[src/bprfp_pkg.sv]
// Shared types, byte codes and helpers for the blood-pressure result frame parser.
`default_nettype none
package bprfp_pkg;

  localparam int unsigned ByteW  = 8;
  localparam int unsigned OutW   = 88;
  localparam int unsigned TermW  = 14;

  localparam logic [7:0] BYTE_STX = 8'h02;
  localparam logic [7:0] BYTE_ETX = 8'h03;
  localparam logic [7:0] BYTE_CR  = 8'h0D;
  localparam logic [7:0] BYTE_SEP = 8'h3B;
  localparam logic [7:0] TAG_S    = 8'h53;
  localparam logic [7:0] TAG_A    = 8'h41;
  localparam logic [7:0] TAG_C    = 8'h43;
  localparam logic [7:0] TAG_M    = 8'h4D;
  localparam logic [7:0] TAG_P    = 8'h50;
  localparam logic [7:0] TAG_R    = 8'h52;
  localparam logic [7:0] TAG_T    = 8'h54;
  localparam logic [7:0] ASCII_0  = 8'h30;

  localparam logic [9:0] W_1    = 10'd1;
  localparam logic [9:0] W_10   = 10'd10;
  localparam logic [9:0] W_100  = 10'd100;
  localparam logic [9:0] W_1000 = 10'd1000;

  typedef enum logic [5:0] {
    POS_S_TAG   = 6'd0,
    POS_S_D0    = 6'd1,
    POS_S_SEP   = 6'd2,
    POS_A_TAG   = 6'd3,
    POS_A_D0    = 6'd4,
    POS_A_SEP   = 6'd5,
    POS_C_TAG   = 6'd6,
    POS_C_D1    = 6'd7,
    POS_C_D0    = 6'd8,
    POS_C_SEP   = 6'd9,
    POS_M_TAG   = 6'd10,
    POS_M_D1    = 6'd11,
    POS_M_D0    = 6'd12,
    POS_M_SEP   = 6'd13,
    POS_P_TAG   = 6'd14,
    POS_SYS_D2  = 6'd15,
    POS_SYS_D1  = 6'd16,
    POS_SYS_D0  = 6'd17,
    POS_DIA_D2  = 6'd18,
    POS_DIA_D1  = 6'd19,
    POS_DIA_D0  = 6'd20,
    POS_MEAN_D2 = 6'd21,
    POS_MEAN_D1 = 6'd22,
    POS_MEAN_D0 = 6'd23,
    POS_P_SEP   = 6'd24,
    POS_R_TAG   = 6'd25,
    POS_R_D2    = 6'd26,
    POS_R_D1    = 6'd27,
    POS_R_D0    = 6'd28,
    POS_R_SEP   = 6'd29,
    POS_T_TAG   = 6'd30,
    POS_T_D3    = 6'd31,
    POS_T_D2    = 6'd32,
    POS_T_D1    = 6'd33,
    POS_T_D0    = 6'd34,
    POS_DONE    = 6'd35,
    POS_IDLE    = 6'd63
  } pos_t;

  typedef struct packed {
    logic [13:0] elapsed_time;
    logic [9:0]  pulse_bpm;
    logic [9:0]  mean_mmhg;
    logic [9:0]  diastolic_mmhg;
    logic [9:0]  systolic_mmhg;
    logic [7:0]  message_code;
    logic [7:0]  cycle_mode;
    logic [7:0]  measure_mode;
    logic [7:0]  status_code;
  } result_t;

  typedef struct packed {
    logic       valid;
    logic [7:0] rx_byte;
  } byte_in_t;

  // (byte - '0') * weight, modulo 2^14; narrower fields take the low bits
  function automatic logic [TermW-1:0] digit_term(input logic [7:0] b,
                                                  input logic [9:0] weight);
    logic [TermW-1:0] d;
    d = {6'd0, b} - {6'd0, ASCII_0};
    return TermW'(d * {4'd0, weight});
  endfunction

endpackage
`default_nettype wire

[src/bprfp_parse_core.sv]
// Frame position tracking and field accumulation for the result frame parser.
`default_nettype none
module bprfp_parse_core (
  input  wire                      clk,
  input  wire                      rst_n,
  input  wire bprfp_pkg::byte_in_t byte_in,
  output logic                     emit,
  output bprfp_pkg::result_t       fields
);
  import bprfp_pkg::*;

  pos_t        pos_r, pos_nxt;
  logic        seen_r, seen_nxt;
  result_t     fld_r, fld_nxt;
  logic [7:0]  b;
  logic        step;

  assign b     = byte_in.rx_byte;
  assign step  = byte_in.valid;
  assign emit  = step && seen_r && (b == BYTE_CR);
  assign fields = fld_r;

  // next position
  always_comb begin
    pos_nxt = pos_r;
    if (emit) begin
      pos_nxt = POS_IDLE;
    end else if (step) begin
      unique case (pos_r)
        POS_S_TAG:   if (b == TAG_S) pos_nxt = POS_S_D0;
        POS_S_SEP, POS_A_SEP, POS_C_SEP, POS_M_SEP, POS_P_SEP, POS_R_SEP:
          if (b == BYTE_SEP) pos_nxt = pos_t'(pos_r + 6'd1);
        POS_A_TAG:   if (b == TAG_A) pos_nxt = POS_A_D0;
        POS_C_TAG:   if (b == TAG_C) pos_nxt = POS_C_D1;
        POS_M_TAG:   if (b == TAG_M) pos_nxt = POS_M_D1;
        POS_P_TAG:   if (b == TAG_P) pos_nxt = POS_SYS_D2;
        POS_R_TAG:   if (b == TAG_R) pos_nxt = POS_R_D2;
        POS_T_TAG:   if (b == TAG_T) pos_nxt = POS_T_D3;
        POS_S_D0, POS_A_D0, POS_C_D1, POS_C_D0, POS_M_D1, POS_M_D0,
        POS_SYS_D2, POS_SYS_D1, POS_SYS_D0, POS_DIA_D2, POS_DIA_D1, POS_DIA_D0,
        POS_MEAN_D2, POS_MEAN_D1, POS_MEAN_D0, POS_R_D2, POS_R_D1, POS_R_D0,
        POS_T_D3, POS_T_D2, POS_T_D1:
          pos_nxt = pos_t'(pos_r + 6'd1);
        POS_T_D0:    pos_nxt = POS_DONE;
        default:     pos_nxt = pos_r;
      endcase
      // frame control bytes override whatever the position did
      if (b == BYTE_STX) begin
        pos_nxt = POS_S_TAG;
      end else if (b == BYTE_ETX) begin
        pos_nxt = POS_IDLE;
      end
    end
  end

  // field updates
  always_comb begin
    fld_nxt  = fld_r;
    seen_nxt = seen_r;
    if (emit) begin
      seen_nxt = 1'b0;
    end else if (step) begin
      unique case (pos_r)
        POS_S_TAG:   if (b == TAG_S) seen_nxt = 1'b1;
        POS_S_D0:    fld_nxt.status_code  = 8'(digit_term(b, W_1));
        POS_A_D0:    fld_nxt.measure_mode = 8'(digit_term(b, W_1));
        POS_C_D1:    fld_nxt.cycle_mode   = 8'(digit_term(b, W_10));
        POS_C_D0:    fld_nxt.cycle_mode   = fld_r.cycle_mode + 8'(digit_term(b, W_1));
        POS_M_D1:    fld_nxt.message_code = 8'(digit_term(b, W_10));
        POS_M_D0:    fld_nxt.message_code = fld_r.message_code + 8'(digit_term(b, W_1));
        POS_SYS_D2:  fld_nxt.systolic_mmhg = 10'(digit_term(b, W_100));
        POS_SYS_D1:  fld_nxt.systolic_mmhg = fld_r.systolic_mmhg + 10'(digit_term(b, W_10));
        POS_SYS_D0:  fld_nxt.systolic_mmhg = fld_r.systolic_mmhg + 10'(digit_term(b, W_1));
        POS_DIA_D2:  fld_nxt.diastolic_mmhg = 10'(digit_term(b, W_100));
        POS_DIA_D1:  fld_nxt.diastolic_mmhg = fld_r.diastolic_mmhg + 10'(digit_term(b, W_10));
        POS_DIA_D0:  fld_nxt.diastolic_mmhg = fld_r.diastolic_mmhg + 10'(digit_term(b, W_1));
        POS_MEAN_D2: fld_nxt.mean_mmhg = 10'(digit_term(b, W_100));
        POS_MEAN_D1: fld_nxt.mean_mmhg = fld_r.mean_mmhg + 10'(digit_term(b, W_10));
        POS_MEAN_D0: fld_nxt.mean_mmhg = fld_r.mean_mmhg + 10'(digit_term(b, W_1));
        POS_R_D2:    fld_nxt.pulse_bpm = 10'(digit_term(b, W_100));
        POS_R_D1:    fld_nxt.pulse_bpm = fld_r.pulse_bpm + 10'(digit_term(b, W_10));
        POS_R_D0:    fld_nxt.pulse_bpm = fld_r.pulse_bpm + 10'(digit_term(b, W_1));
        POS_T_D3:    fld_nxt.elapsed_time = digit_term(b, W_1000);
        POS_T_D2:    fld_nxt.elapsed_time = fld_r.elapsed_time + digit_term(b, W_100);
        POS_T_D1:    fld_nxt.elapsed_time = fld_r.elapsed_time + digit_term(b, W_10);
        POS_T_D0:    fld_nxt.elapsed_time = fld_r.elapsed_time + digit_term(b, W_1);
        default:     fld_nxt = fld_r;
      endcase
    end
  end

  always_ff @(posedge clk) begin
    if (!rst_n) begin
      pos_r  <= POS_IDLE;
      seen_r <= 1'b0;
      fld_r  <= '0;
    end else begin
      pos_r  <= pos_nxt;
      seen_r <= seen_nxt;
      fld_r  <= fld_nxt;
    end
  end

endmodule
`default_nettype wire

[src/bp_result_frame_parser.sv]
// Top level of the blood-pressure result frame parser with its result register.
//
// Takes one received byte per item on the in_ stream and accepts a byte in
// every cycle unless a held result stalls: each byte updates the frame position
// and field registers in the cycle it is accepted. A carriage return that
// follows an accepted 'S' tag produces one item on the out_ stream in the next
// cycle, holding all nine measurement fields; every other byte produces nothing.
// The result sits in a single output register, so the input stalls only while a
// result is held and out_tready is low. Fields keep their values across frames.
`default_nettype none
module bp_result_frame_parser (
  input  wire                          clk,
  input  wire                          rst_n,
  input  wire                          in_tvalid,
  output logic                         in_tready,
  input  wire  [bprfp_pkg::ByteW-1:0]  in_tdata,   // [7:0] rx_byte
  output logic                         out_tvalid,
  input  wire                          out_tready,
  // [7:0] status_code, [15:8] measure_mode, [23:16] cycle_mode,
  // [31:24] message_code, [41:32] systolic_mmhg, [51:42] diastolic_mmhg,
  // [61:52] mean_mmhg, [71:62] pulse_bpm, [85:72] elapsed_time, [87:86] zero
  output logic [bprfp_pkg::OutW-1:0]   out_tdata
);
  import bprfp_pkg::*;

  byte_in_t   byte_in;
  logic       emit;
  result_t    fields;
  logic       out_valid_r, out_valid_nxt;
  result_t    out_data_r;

  assign in_tready     = !out_valid_r || out_tready;
  assign byte_in.valid = in_tvalid && in_tready;
  assign byte_in.rx_byte = in_tdata;

  bprfp_parse_core u_core (
    .clk     (clk),
    .rst_n   (rst_n),
    .byte_in (byte_in),
    .emit    (emit),
    .fields  (fields)
  );

  // hold the result until taken; refill on a new emitting byte
  always_comb begin
    out_valid_nxt = out_valid_r;
    if (emit) begin
      out_valid_nxt = 1'b1;
    end else if (out_tready) begin
      out_valid_nxt = 1'b0;
    end
  end

  always_ff @(posedge clk) begin
    if (!rst_n) begin
      out_valid_r <= 1'b0;
    end else begin
      out_valid_r <= out_valid_nxt;
    end
  end

  always_ff @(posedge clk) begin
    if (emit) begin
      out_data_r <= fields;
    end
  end

  assign out_tvalid = out_valid_r;
  assign out_tdata  = {2'b00, out_data_r};

endmodule
`default_nettype wire

[config.mk]
export PLATFORM = sky130hd
export DESIGN_NAME = bp_result_frame_parser
export DESIGN_NICKNAME = d
export VERILOG_FILES = /design/src/bprfp_pkg.sv /design/src/bprfp_parse_core.sv /design/src/bp_result_frame_parser.sv
export SDC_FILE = /design/constraint.sdc
export NUM_CORES = 1
export LEC_CHECK = 0
export BUFFER_PORTS_ARGS = -buffer_cell sky130_fd_sc_hd__buf_2
export CORE_UTILIZATION = 55
export CTS_CLUSTER_SIZE = 40
export DETAILED_ROUTE_END_ITERATION = 8
export PLACE_DENSITY = 0.81
export SETUP_SLACK_MARGIN = 0.02
export SYNTH_ARGS = -nofsm -noshare
export SYNTH_HDL_FRONTEND = slang
export SYNTH_SLANG_ARGS = --single-unit
[constraint.sdc]
create_clock -name clk -period 16.04 [get_ports clk]
set_clock_uncertainty 0.2 [all_clocks]
set_input_delay 0.802 -clock clk [delete_from_list [all_inputs] [get_ports clk]]
set_output_delay 0.802 -clock clk [all_outputs]
set_load 0.005 [all_outputs]
==> results of run 1 <==
-- final cells by class --
type	instances	area, um2	share of cell area (%)
clock buffers	17	425	2.68
clock inverters	15	175	1.11
inverters	105	394	2.49
multi-input cells	1241	9360	59.1
flip-flops and latches	180	4460	28.2
well taps	330	413	2.61
repair buffers	115	616	3.89
-- flip-flops by register name, summed over array words and instances, names as in the netlist --
| signal | cells |
|---|---|
| out_tdata | 86 |
| out_tvalid | 1 |
| u_core.fields | 86 |
| u_core.pos_r | 6 |
| u_core.seen_r | 1 |
-- worst max-delay path by stage --
| stage | startpoint | endpoint | slack [ns] | cells after the start |
|---|---|---|---|---|
| floorplan | in_tdata[4] | u_core.seen_r$_SDFFE_PP0P_ | 9.32 | 8 |
| global placement | in_tdata[4] | u_core.fields[85]$_SDFFE_PN0P_ | 10.43 | 16 |
| detailed placement | in_tdata[1] | u_core.fields[85]$_SDFFE_PN0P_ | 10.33 | 17 |
| CTS | in_tdata[4] | u_core.fields[85]$_SDFFE_PN0P_ | 10.75 | 17 |
| global route | in_tdata[1] | u_core.fields[85]$_SDFFE_PN0P_ | 10.40 | 17 |
| finish | in_tdata[1] | u_core.fields[85]$_SDFFE_PN0P_ | 10.62 | 17 |
-- placed cells by master, fill, tap and decap left out, drive strengths merged, types with 86 or more instances in the layout --
cell type / instances
buf: 115
inv: 113
dfxtp: 94
ha: 181
a21oi: 134
nand2: 92
edfxtp: 86
xnor2: 95
o21ai: 96
nor2: 125
-- where the power goes --
| group | internal (uW) | total (uW) | switching, uW | leakage (uW) |
|---|---|---|---|---|
| clock network | 212 | 432 | 220 | 0.000291 |
| registers | 477 | 478 | 1.09 | 0.00141 |
| logic | 203 | 507 | 304 | 0.00483 |
-- routing by layer --
layer	vias to the layer above	GRT usage [%]	share of wire (%)
li1	5941	-	-
met1	6007	40.7	41
met2	670	49.6	45
met3	168	5.73	8.7
met4	0	18.0	5.4
met5	-	0	0
-- cells by family (layout without fill, tap and decap cells) --
logic type / after synthesis / after routing
xor gates and xnor gates: 132 / 132
adders and majority gates: 219 / 219
DFF: 180 / 180
AOI/OAI and AO/OA: 465 / 465
muxes: 16 / 16
other: 1 / 2
and+or+nand+nor: 407 / 407
buffers and inverters: 165 / 252
-- per-stage QoR --
stage	hold WS [ns]	area, um2	cells
after floorplan	0.208	14400	1586
after detailed placement	0.217	15200	1971
final	0.225	15800	2003
after global routing	0.244	15800	2003
after global placement	0.214	15200	1971
after CTS	0.227	15800	2003
==> flow_summary.json, run 1 <==
{
  "r2r_cells": 7,
  "hold_class": "flip-flop to flip-flop",
  "hold_violations": 0,
  "io_buffers": 99,
  "rsz0062_at_grt": "no",
  "initial_core_util_pct": 56.7,
  "grt_max_degree": 54,
  "syn_to_final_growth_pct": 9.69,
  "clk_pin_slew_ns": 0.09,
  "htreeDepth": 4,
  "hpwl_um": 29000,
  "design_power_total_uw": 1420,
  "coreArea_um2": 25500,
  "synth-simple-area-share_pct": 13.4,
  "dr_total_vias": 12786,
  "place_ws_ns": 10.33,
  "die_y_um": 164,
  "worst_pin_slew_ns": 1.30,
  "drive_gt1_share_pct": 10.1,
  "synthTopCellsByArea": "edfxtp_1 (18%), ha_1 (16%), dfxtp_1 (13%)",
  "yosysMostFrequentCell": "ha_1",
  "io_pins": 102,
  "setup_viol": 0,
  "wirelength_um": 41100,
  "max_freq_ghz": 0.185,
  "std_cell_rows": 58,
  "cp.required_ns": 16.22,
  "cts_tree": "done",
  "clk-insertion-delay-late_ns": 0.45,
  "status": "completed",
  "drv_cap": 0,
  "holdPathStages": 0,
  "cts_max_path_buffers": 2,
  "synth-seq-cells": 180,
  "filler_cell_count": 2080,
  "ant_nets": 0,
  "slowest_delay_ns": 0.71,
  "critPathTopFamily": "adder cells",
  "ys_types": 74,
  "ctsResizeCount": 0,
  "fin_tns_setup_ns": 0,
  "crit_slowest_cell": "xor2_1",
  "grt_pass1_wl_um": 65600,
  "period_share_pct": 33.8,
  "numClockSinks": 180,
  "crit_buf_inv": 4,
  "cts-buffers-inserted": 17,
  "min_to": "out_tdata[15]$_DFFE_PP_",
  "critPathCaptureType": "flip-flop",
  "ctsHoldBuffers": 0,
  "die_w_um": 164,
  "drtIter0Drc": 1456,
  "cp_common_cell": "ha_1",
  "synthFlopType": "dfxtp_1",
  "synth_top_area_share_pct": 17.9,
  "r2r_slack_ns": 11.54,
  "rr_startpoint": "u_core.pos_r[0]$_SDFFE_PP1P_",
  "viasPerCell": 6.38,
  "synth_commonest_cells": "ha_1 (181), a21oi_1 (134), nor2_1 (124), inv_1 (103), o21ai_0 (96)",
  "overflow": 0,
  "maxSlewViolCount": 0,
  "yosys_warnings": 0,
  "synth_area_leader_cell": "edfxtp_1",
  "peakVddDrop_v": 0.0000725,
  "min_period_ns": 5.42,
  "async_flop_share_pct": 0,
  "cp_max_fo": 34,
  "r2r_end": "u_core.fields[82]$_SDFFE_PN0P_",
  "synth.avg_cell_area_um2": 9.11,
  "relSlewSlack_pct": 13.4,
  "wl_per_cell_um": 20.5,
  "worstSetupPathType": "input pin to flip-flop",
  "fin_util_pct": 62.2,
  "fp.dieArea_um2": 26900,
  "nNetsFinal": 1891,
  "synth-edff-count": 86,
  "root_buffer": "clkbuf_16",
  "synth_compound_area_share_pct": 20.9,
  "synth_top_family_by_area": "adder cells",
  "yosys.area_share.adder_pct": 20.9,
  "antenna_cells": 0,
  "synth-xor-area-share_pct": 8.10,
  "cp_cell_sequence": "buf_2, buf_4, inv_1, buf_4, ha_1, ha_1, ha_1, fa_1, xor2_1, ha_1, and3_1, a311oi_1, o21bai_1, a21oi_1, xnor2_1, nand2_1, a31oi_1",
  "synth_area_um2": 14400,
  "p_per_area_nw_per_um2": 89.4,
  "layout_setup_ws_ns": 10.62,
  "arrival_ns": 5.60,
  "antenna_found_initial": 0,
  "power_leakage_uw": 0.00653,
  "synthMuxAreaShare_pct": 1.17,
  "synth_seq_area_share_pct": 30.9,
  "grt_pass1_vias": 12528,
  "netlist_instances": 1585,
  "hold_start": "u_core.fields[15]$_SDFFE_PN0P_",
  "critPathLaunchType": "input pin",
  "grt_usage_pct": 31.5,
  "drc_errors": 0,
  "post_cts_buffers": 0,
  "gp_congestion": 0.966,
  "dr.pass1.iters": 6
}
No activity file was read; power rests on OpenSTA's default activity.
==> run 2, diff against run 1 <==
--- a/config.mk
+++ b/config.mk
@@ -5,11 +5,12 @@
 export SDC_FILE = /design/constraint.sdc
 export NUM_CORES = 1
 export LEC_CHECK = 0
+export ABC_AREA = 1
 export BUFFER_PORTS_ARGS = -buffer_cell sky130_fd_sc_hd__buf_2
 export CORE_UTILIZATION = 55
 export CTS_CLUSTER_SIZE = 40
 export DETAILED_ROUTE_END_ITERATION = 8
-export PLACE_DENSITY = 0.81
+export PLACE_DENSITY = 0.8
 export SETUP_SLACK_MARGIN = 0.02
 export SYNTH_ARGS = -nofsm -noshare
 export SYNTH_HDL_FRONTEND = slang
==> constraint.sdc (replaced) <==
create_clock -name clk -period 5.36 [get_ports clk]
set_clock_uncertainty 0.2 [all_clocks]
set_input_delay 0.268 -clock clk [delete_from_list [all_inputs] [get_ports clk]]
set_output_delay 0.268 -clock clk [all_outputs]
set_load 0.005 [all_outputs]
==> run 2 against run 1 <==
  * The run now ends with hold timing left
  * Sequential share of layout area decreased by 2.5 points
  * Synthesized cell count rose by 35%
  * Combinational power rose to 2.9 times the previous value
  * Setup slack worse by 9.6 ns
  * Die area increased by 9.4%
  * Cell count up 31%
  * Power grew to 3.0 times the previous value
  * Largest cell class unchanged
==> flow_summary.json, run 2 <==
{
  "yosys.area_share.adder_pct": 19.1,
  "die_y_um": 172,
  "drive_gt1_share_pct": 11.0,
  "yosysMostFrequentCell": "nand2_1",
  "layout_setup_ws_ns": 1.07,
  "hold_violations": 1,
  "root_buffer": "clkbuf_16",
  "power_leakage_uw": 0.00826,
  "synthTopCellsByArea": "edfxtp_1 (16%), ha_1 (14%), dfxtp_1 (12%)",
  "ctsResizeCount": 0,
  "cts_tree": "done",
  "yosys_warnings": 0,
  "cp.required_ns": 5.48,
  "failed_checks": "hold timing",
  "drtIter0Drc": 1411,
  "p_per_area_nw_per_um2": 246,
  "fp.dieArea_um2": 29400,
  "wl_per_cell_um": 18.5,
  "initial_core_util_pct": 56.5,
  "drc_errors": 0,
  "grt_pass1_wl_um": 76200,
  "coreArea_um2": 28000,
  "hold_class": "input pin to flip-flop",
  "std_cell_rows": 61,
  "clk-insertion-delay-late_ns": 0.45,
  "synth_seq_area_share_pct": 28.2,
  "final_cell_mix": "nand2_1 (460), inv_1 (270), a21oi_1 (227)",
  "peakVddDrop_v": 0.000283,
  "relSlewSlack_pct": 40.5,
  "synth_top_area_share_pct": 16.3,
  "hpwl_um": 36400,
  "synth_area_um2": 15800,
  "overflow": 0,
  "design_power_total_uw": 4290,
  "grt_max_degree": 66,
  "antenna_found_initial": 0,
  "critPathCaptureType": "flip-flop",
  "netlist_instances": 2132,
  "synth_compound_area_share_pct": 16.0,
  "io_pins": 102,
  "drv_cap": 0,
  "async_flop_share_pct": 0,
  "syn_to_final_growth_pct": 10.0,
  "synth-seq-cells": 180,
  "worst_hold_slack_ns": -0.00482,
  "viasPerCell": 5.82,
  "die_w_um": 172,
  "dr.pass1.iters": 8,
  "grt_pass1_vias": 14246,
  "wirelength_um": 48800,
  "critPathLaunchType": "input pin",
  "nNetsFinal": 2473,
  "synth-simple-area-share_pct": 26.1,
  "synth_top_family_by_area": "simple AND/OR/NAND/NOR gates",
  "max_freq_ghz": 0.233,
  "setup_viol": 0,
  "dp.cells": 2601,
  "cp_max_fo": 8,
  "ant_nets": 0,
  "rsz0062_at_grt": "no",
  "place_ws_ns": 0.723,
  "synth-edff-count": 86,
  "worst_pin_slew_ns": 0.890,
  "min_period_ns": 4.29,
  "gp_congestion": 0.980,
  "synthFlopType": "dfxtp_1",
  "numClockSinks": 180,
  "worstSetupPathType": "input pin to flip-flop",
  "dr_total_vias": 15337,
  "status": "complete, but fails checks",
  "ctsHoldBuffers": 0,
  "fin_tns_setup_ns": 0,
  "synth.avg_cell_area_um2": 7.42,
  "io_buffers": 99,
  "maxSlewViolCount": 0,
  "cts-buffers-inserted": 17,
  "synth_commonest_cells": "nand2_1 (460), inv_1 (270), a21oi_1 (227), ha_1 (181), nand3_1 (171)",
  "ys_types": 59,
  "final_common_cell": "nand2_1",
  "htreeDepth": 4,
  "synthMuxAreaShare_pct": 0,
  "clk_pin_slew_ns": 0.09,
  "grt_usage_pct": 34.0,
  "cts_max_path_buffers": 2,
  "synth_area_leader_cell": "edfxtp_1",
  "layoutNonFillerInstCount": 2633,
  "antenna_cells": 0,
  "period_share_pct": 80.1,
  "synth-xor-area-share_pct": 2.33,
  "arrival_ns": 4.41,
  "post_cts_buffers": 0
}
-- run 2: cell count changes in the layout (fill, tap and decap cells not counted), moves of 22 or more --
cell | before | now
nand2_1 | 92 | 460
inv_1 | 103 | 270
nand3_1 | 42 | 171
a21oi_1 | 134 | 227
xnor2_1 | 94 | 14
o21ai_0 | 96 | 137
nor2_1 | 123 | 158
nor3_1 | 41 | 10
and3_1 | 24 | 0
nor2b_1 | 23 | 0
nand4_1 | 12 | 34
or2_2 | 2 | 24
-- run 2: kinds of logic (layout without fill, tap and decap cells) --
family          Yosys count  count (layout)
fa+ha+maj               219             219
other cells               1               2
buf+inv                 316             438
simple gates            917             917
flops                   180             180
compound gates          457             457
xor+xnor                 42              42
-- run 2: layout make-up --
class	count	area, um2
clock buffer	17	425
clock inverter	15	203
fill	2499	10600
inverter	283	1070
multi-input combinational	1637	10100
sequential	180	4460
tap	378	473
timing repair buffer	123	676
-- run 2: power breakdown --
group | switching (uW) | internal, uW | total [uW]
combinational | 979 | 510 | 1490
sequential | 3.37 | 1430 | 1430
clock | 647 | 722 | 1370
total | 1630 | 2660 | 4290
-- run 2: metrics by stage --
stage	cell area, um2	util (%)
after floorplan	15800	-
after CTS	17400	62.1
after global placement	16800	59.9
after detailed placement	16800	59.9
final	17400	62.1
after global routing	17400	62.1
-- run 2: routing by layer --
metal | GRT usage [%] | vias to the layer above | wire [um]
li1 | - | 7454 | -
met1 | 45.8 | 7074 | 21000
met2 | 52.6 | 684 | 21200
met3 | 6.26 | 125 | 4400
met4 | 16.1 | 0 | 2190
met5 | 0 | - | 0
-- run 2: worst paths after layout --
kind	from	end	slack, ns	cells after the start
max	in_tdata[4]	u_core.fields[83]$_SDFFE_PN0P_	1.07	26
min	out_tready	out_tvalid$_SDFFE_PN0P_	-0.005	4
max reg2reg	u_core.pos_r[0]$_SDFFE_PP1P_	u_core.fields[48]$_SDFFE_PN0P_	2.09	11
min reg2reg	u_core.fields[12]$_SDFFE_PN0P_	out_tdata[12]$_DFFE_PP_	0.23	0
-- run 2: critical path: stages --
cell     delay, ns
buf_2         0.14
nand2_1       0.10
inv_1         0.06
o21ai_0       0.14
nand2_1       0.34
inv_1         0.19
buf_4         0.28
ha_1          0.28
ha_1          0.35
nand2_1       0.14
inv_1         0.05
nand2_1       0.06
nand2_1       0.08
nor2_1        0.09
nand2_1       0.05
nand2_1       0.33
inv_1         0.15
ha_1          0.32
nand2_1       0.13
inv_1         0.05
a21oi_1       0.20
nand4_1       0.11
nand3_1       0.16
nand3_1       0.09
o21ai_0       0.15
a21oi_1       0.08
==> run 3, diff against run 2 <==
--- a/config.mk
+++ b/config.mk
@@ -10,7 +10,7 @@
 export CORE_UTILIZATION = 55
 export CTS_CLUSTER_SIZE = 40
 export DETAILED_ROUTE_END_ITERATION = 8
-export PLACE_DENSITY = 0.8
+export PLACE_DENSITY = 0.83
 export SETUP_SLACK_MARGIN = 0.02
 export SYNTH_ARGS = -nofsm -noshare
 export SYNTH_HDL_FRONTEND = slang
==> constraint.sdc (replaced) <==
create_clock -name clk -period 3.5 [get_ports clk]
set_clock_uncertainty 0.2 [all_clocks]
set_input_delay 0.175 -clock clk [delete_from_list [all_inputs] [get_ports clk]]
set_output_delay 0.175 -clock clk [all_outputs]
set_load 0.005 [all_outputs]
==> run 3 against run 2 <==
  * The flow finishes with violations (setup timing)
  * Power rose by 78%
  * Sequential share of layout area fell by 2.5 points
  * Highest routed layer is now met5
  * Non-clock buffer count rose by 152
  * Via count rose by 7.3%
  * Core utilization rose by 6.9 points
  * Clock power rose by 51%
  * Count of clock-buffer cells in the layout did not move
  * Setup slack got worse by 1.1 ns
  * Cell count rose by 5.8%
  * Hold slack improved by 0.070 ns
  * Die area did not move
==> flow_summary.json, run 3 (same netlist as run 2, synthesis figures left out) <==
{
  "maxSlewViolCount": 0,
  "cts-buffers-inserted": 17,
  "viasPerCell": 5.91,
  "io_pins": 102,
  "p_per_area_nw_per_um2": 394,
  "dr_total_vias": 16452,
  "drv_cap": 0,
  "grt_usage_pct": 35.3,
  "die_w_um": 172,
  "dr.max_layer_used": "met5",
  "power_leakage_uw": 0.00912,
  "rsz0062_at_grt": "yes",
  "arrival_ns": 3.71,
  "drive_gt1_share_pct": 21.3,
  "grt_pass1_vias": 15106,
  "nNetsFinal": 2625,
  "grt_max_degree": 49,
  "hold_violations": 0,
  "design_power_total_uw": 7620,
  "status": "complete, but fails checks",
  "final_cell_mix": "nand2_1 (438), inv_1 (250), a21oi_1 (215)",
  "syn_to_final_growth_pct": 22.1,
  "placed_cell_area_um2": 18000,
  "peakVddDrop_v": 0.000371,
  "initial_core_util_pct": 56.5,
  "fin_tns_setup_ns": -0.0657,
  "multiInputGateArea_um2": 10700,
  "min_period_ns": 3.57,
  "fin_util_pct": 69.0,
  "worst_hold_slack_ns": 0.0653,
  "stdcell_area_um2": 19300,
  "die_y_um": 172,
  "route.met2.wl_um": 24400,
  "hpwl_um": 38600,
  "coreArea_um2": 28000,
  "htreeDepth": 4,
  "drc_errors": 0,
  "final-seq-area_um2": 4460,
  "met1_length_um": 20600,
  "drtIter0Drc": 1848,
  "overflow": 0,
  "clk-insertion-delay-late_ns": 0.45,
  "filler_cell_count": 2309,
  "critPathCaptureType": "flip-flop",
  "dr.pass1.iters": 7,
  "antenna_found_initial": 1,
  "wl_met3_um": 5000,
  "failed_checks": "setup timing",
  "gp_congestion": 0.973,
  "numClockSinks": 180,
  "ant_nets": 0,
  "cp.required_ns": 3.65,
  "worstSetupPathType": "input pin to flip-flop",
  "layout_setup_ws_ns": -0.0657,
  "hold_class": "input pin to flip-flop",
  "max_freq_ghz": 0.280,
  "final_common_cell": "nand2_1",
  "antenna_cells": 0,
  "setup_viol": 1,
  "root_buffer": "clkbuf_16",
  "cp_max_fo": 6,
  "std_cell_rows": 61,
  "critPathLaunchType": "input pin",
  "wl_per_cell_um": 18.8,
  "period_share_pct": 102,
  "clk_pin_slew_ns": 0.08,
  "cts_max_path_buffers": 2,
  "relSlewSlack_pct": 56.3,
  "grt_pass1_wl_um": 79900,
  "io_buffers": 99,
  "cts_tree": "done",
  "worst_pin_slew_ns": 0.655,
  "wirelength_um": 52300,
  "fp.dieArea_um2": 29400
}
[run 3: cell types whose count changed in the layout (fill, tap and decap cells not counted), sizes merged]
cell         change
buf            +150
inv              -3
clkinv           +2
clkbuf           +1
clkinvlp         +1
dlygate4sd3      +1
[run 3: what timing repair did]
item / CTS / global route
hold buffers: 1 / 0
pin swaps: 20 / 44
hold endpoints to repair: 1 / 0
resized for setup: 38 / 87
setup endpoints to repair: 5 / 15
setup buffers: 8 / 6
[run 3: stage by stage]
| stage | cells | worst slack [ns] |
|---|---|---|
| 2_1_floorplan | 2133 | -1.18 |
| 3_3_place_gp | 2739 | -0.549 |
| 3_5_place_dp | 2739 | -0.631 |
| 4_1_cts | 2780 | 0.00933 |
| 5_1_grt | 2785 | -0.243 |
| 6_report | 2785 | -0.0657 |
[run 3: power breakdown]
part	switching, uW	leakage (uW)	internal [uW]	total, uW
clock network	972	0.000309	1100	2070
registers	5.81	0.00146	2180	2190
logic	1870	0.00734	1490	3360
total	2840	0.00912	4780	7620
[run 3: worst paths after layout]
check                            startpoint  depth (start not counted)  slack [ns]                             end
max                             in_tdata[5]                         22       -0.07  u_core.fields[85]$_SDFFE_PN0P_
min                                   rst_n                          3        0.07  u_core.fields[10]$_SDFFE_PN0P_
max reg2reg    u_core.pos_r[0]$_SDFFE_PP1P_                         11        0.53  u_core.fields[77]$_SDFFE_PN0P_
min reg2reg  u_core.fields[12]$_SDFFE_PN0P_                          0        0.24         out_tdata[12]$_DFFE_PP_
[run 3: final cells by class]
| cell class | instances | area share (%) |
|---|---|---|
| multi-input cells | 1637 | 55.6 |
| flip-flops and latches | 180 | 23.1 |
| inverters | 283 | 5.64 |
| well taps | 378 | 2.45 |
| repair buffers | 275 | 9.97 |
| clock inverters | 15 | 1.07 |
| clock buffers | 17 | 2.20 |
[run 3: worst max-delay path, cell delays in order]
cell and delay (ns):
buf_4 0.14, buf_6 0.12, inv_2 0.07, ha_4 0.24
buf_4 0.14, buf_4 0.13, xnor2_2 0.14, fa_1 0.51
inv_1 0.06, fa_1 0.49, fa_1 0.45, ha_4 0.29
nand2_1 0.06, or2_4 0.24, nand3_2 0.07, inv_1 0.04
nand2_1 0.05, nand2_1 0.05, nand2_1 0.05, nand2_1 0.05
nor2_1 0.10, nor2_1 0.05
[run 3: per-layer routing]
| layer | global-route usage, % | vias up |
|---|---|---|
| met5 | 0 | - |
| met4 | 16.3 | 2 |
| met3 | 6.33 | 178 |
| met2 | 57.4 | 851 |
| met1 | 45.3 | 7674 |
| li1 | - | 7747 |
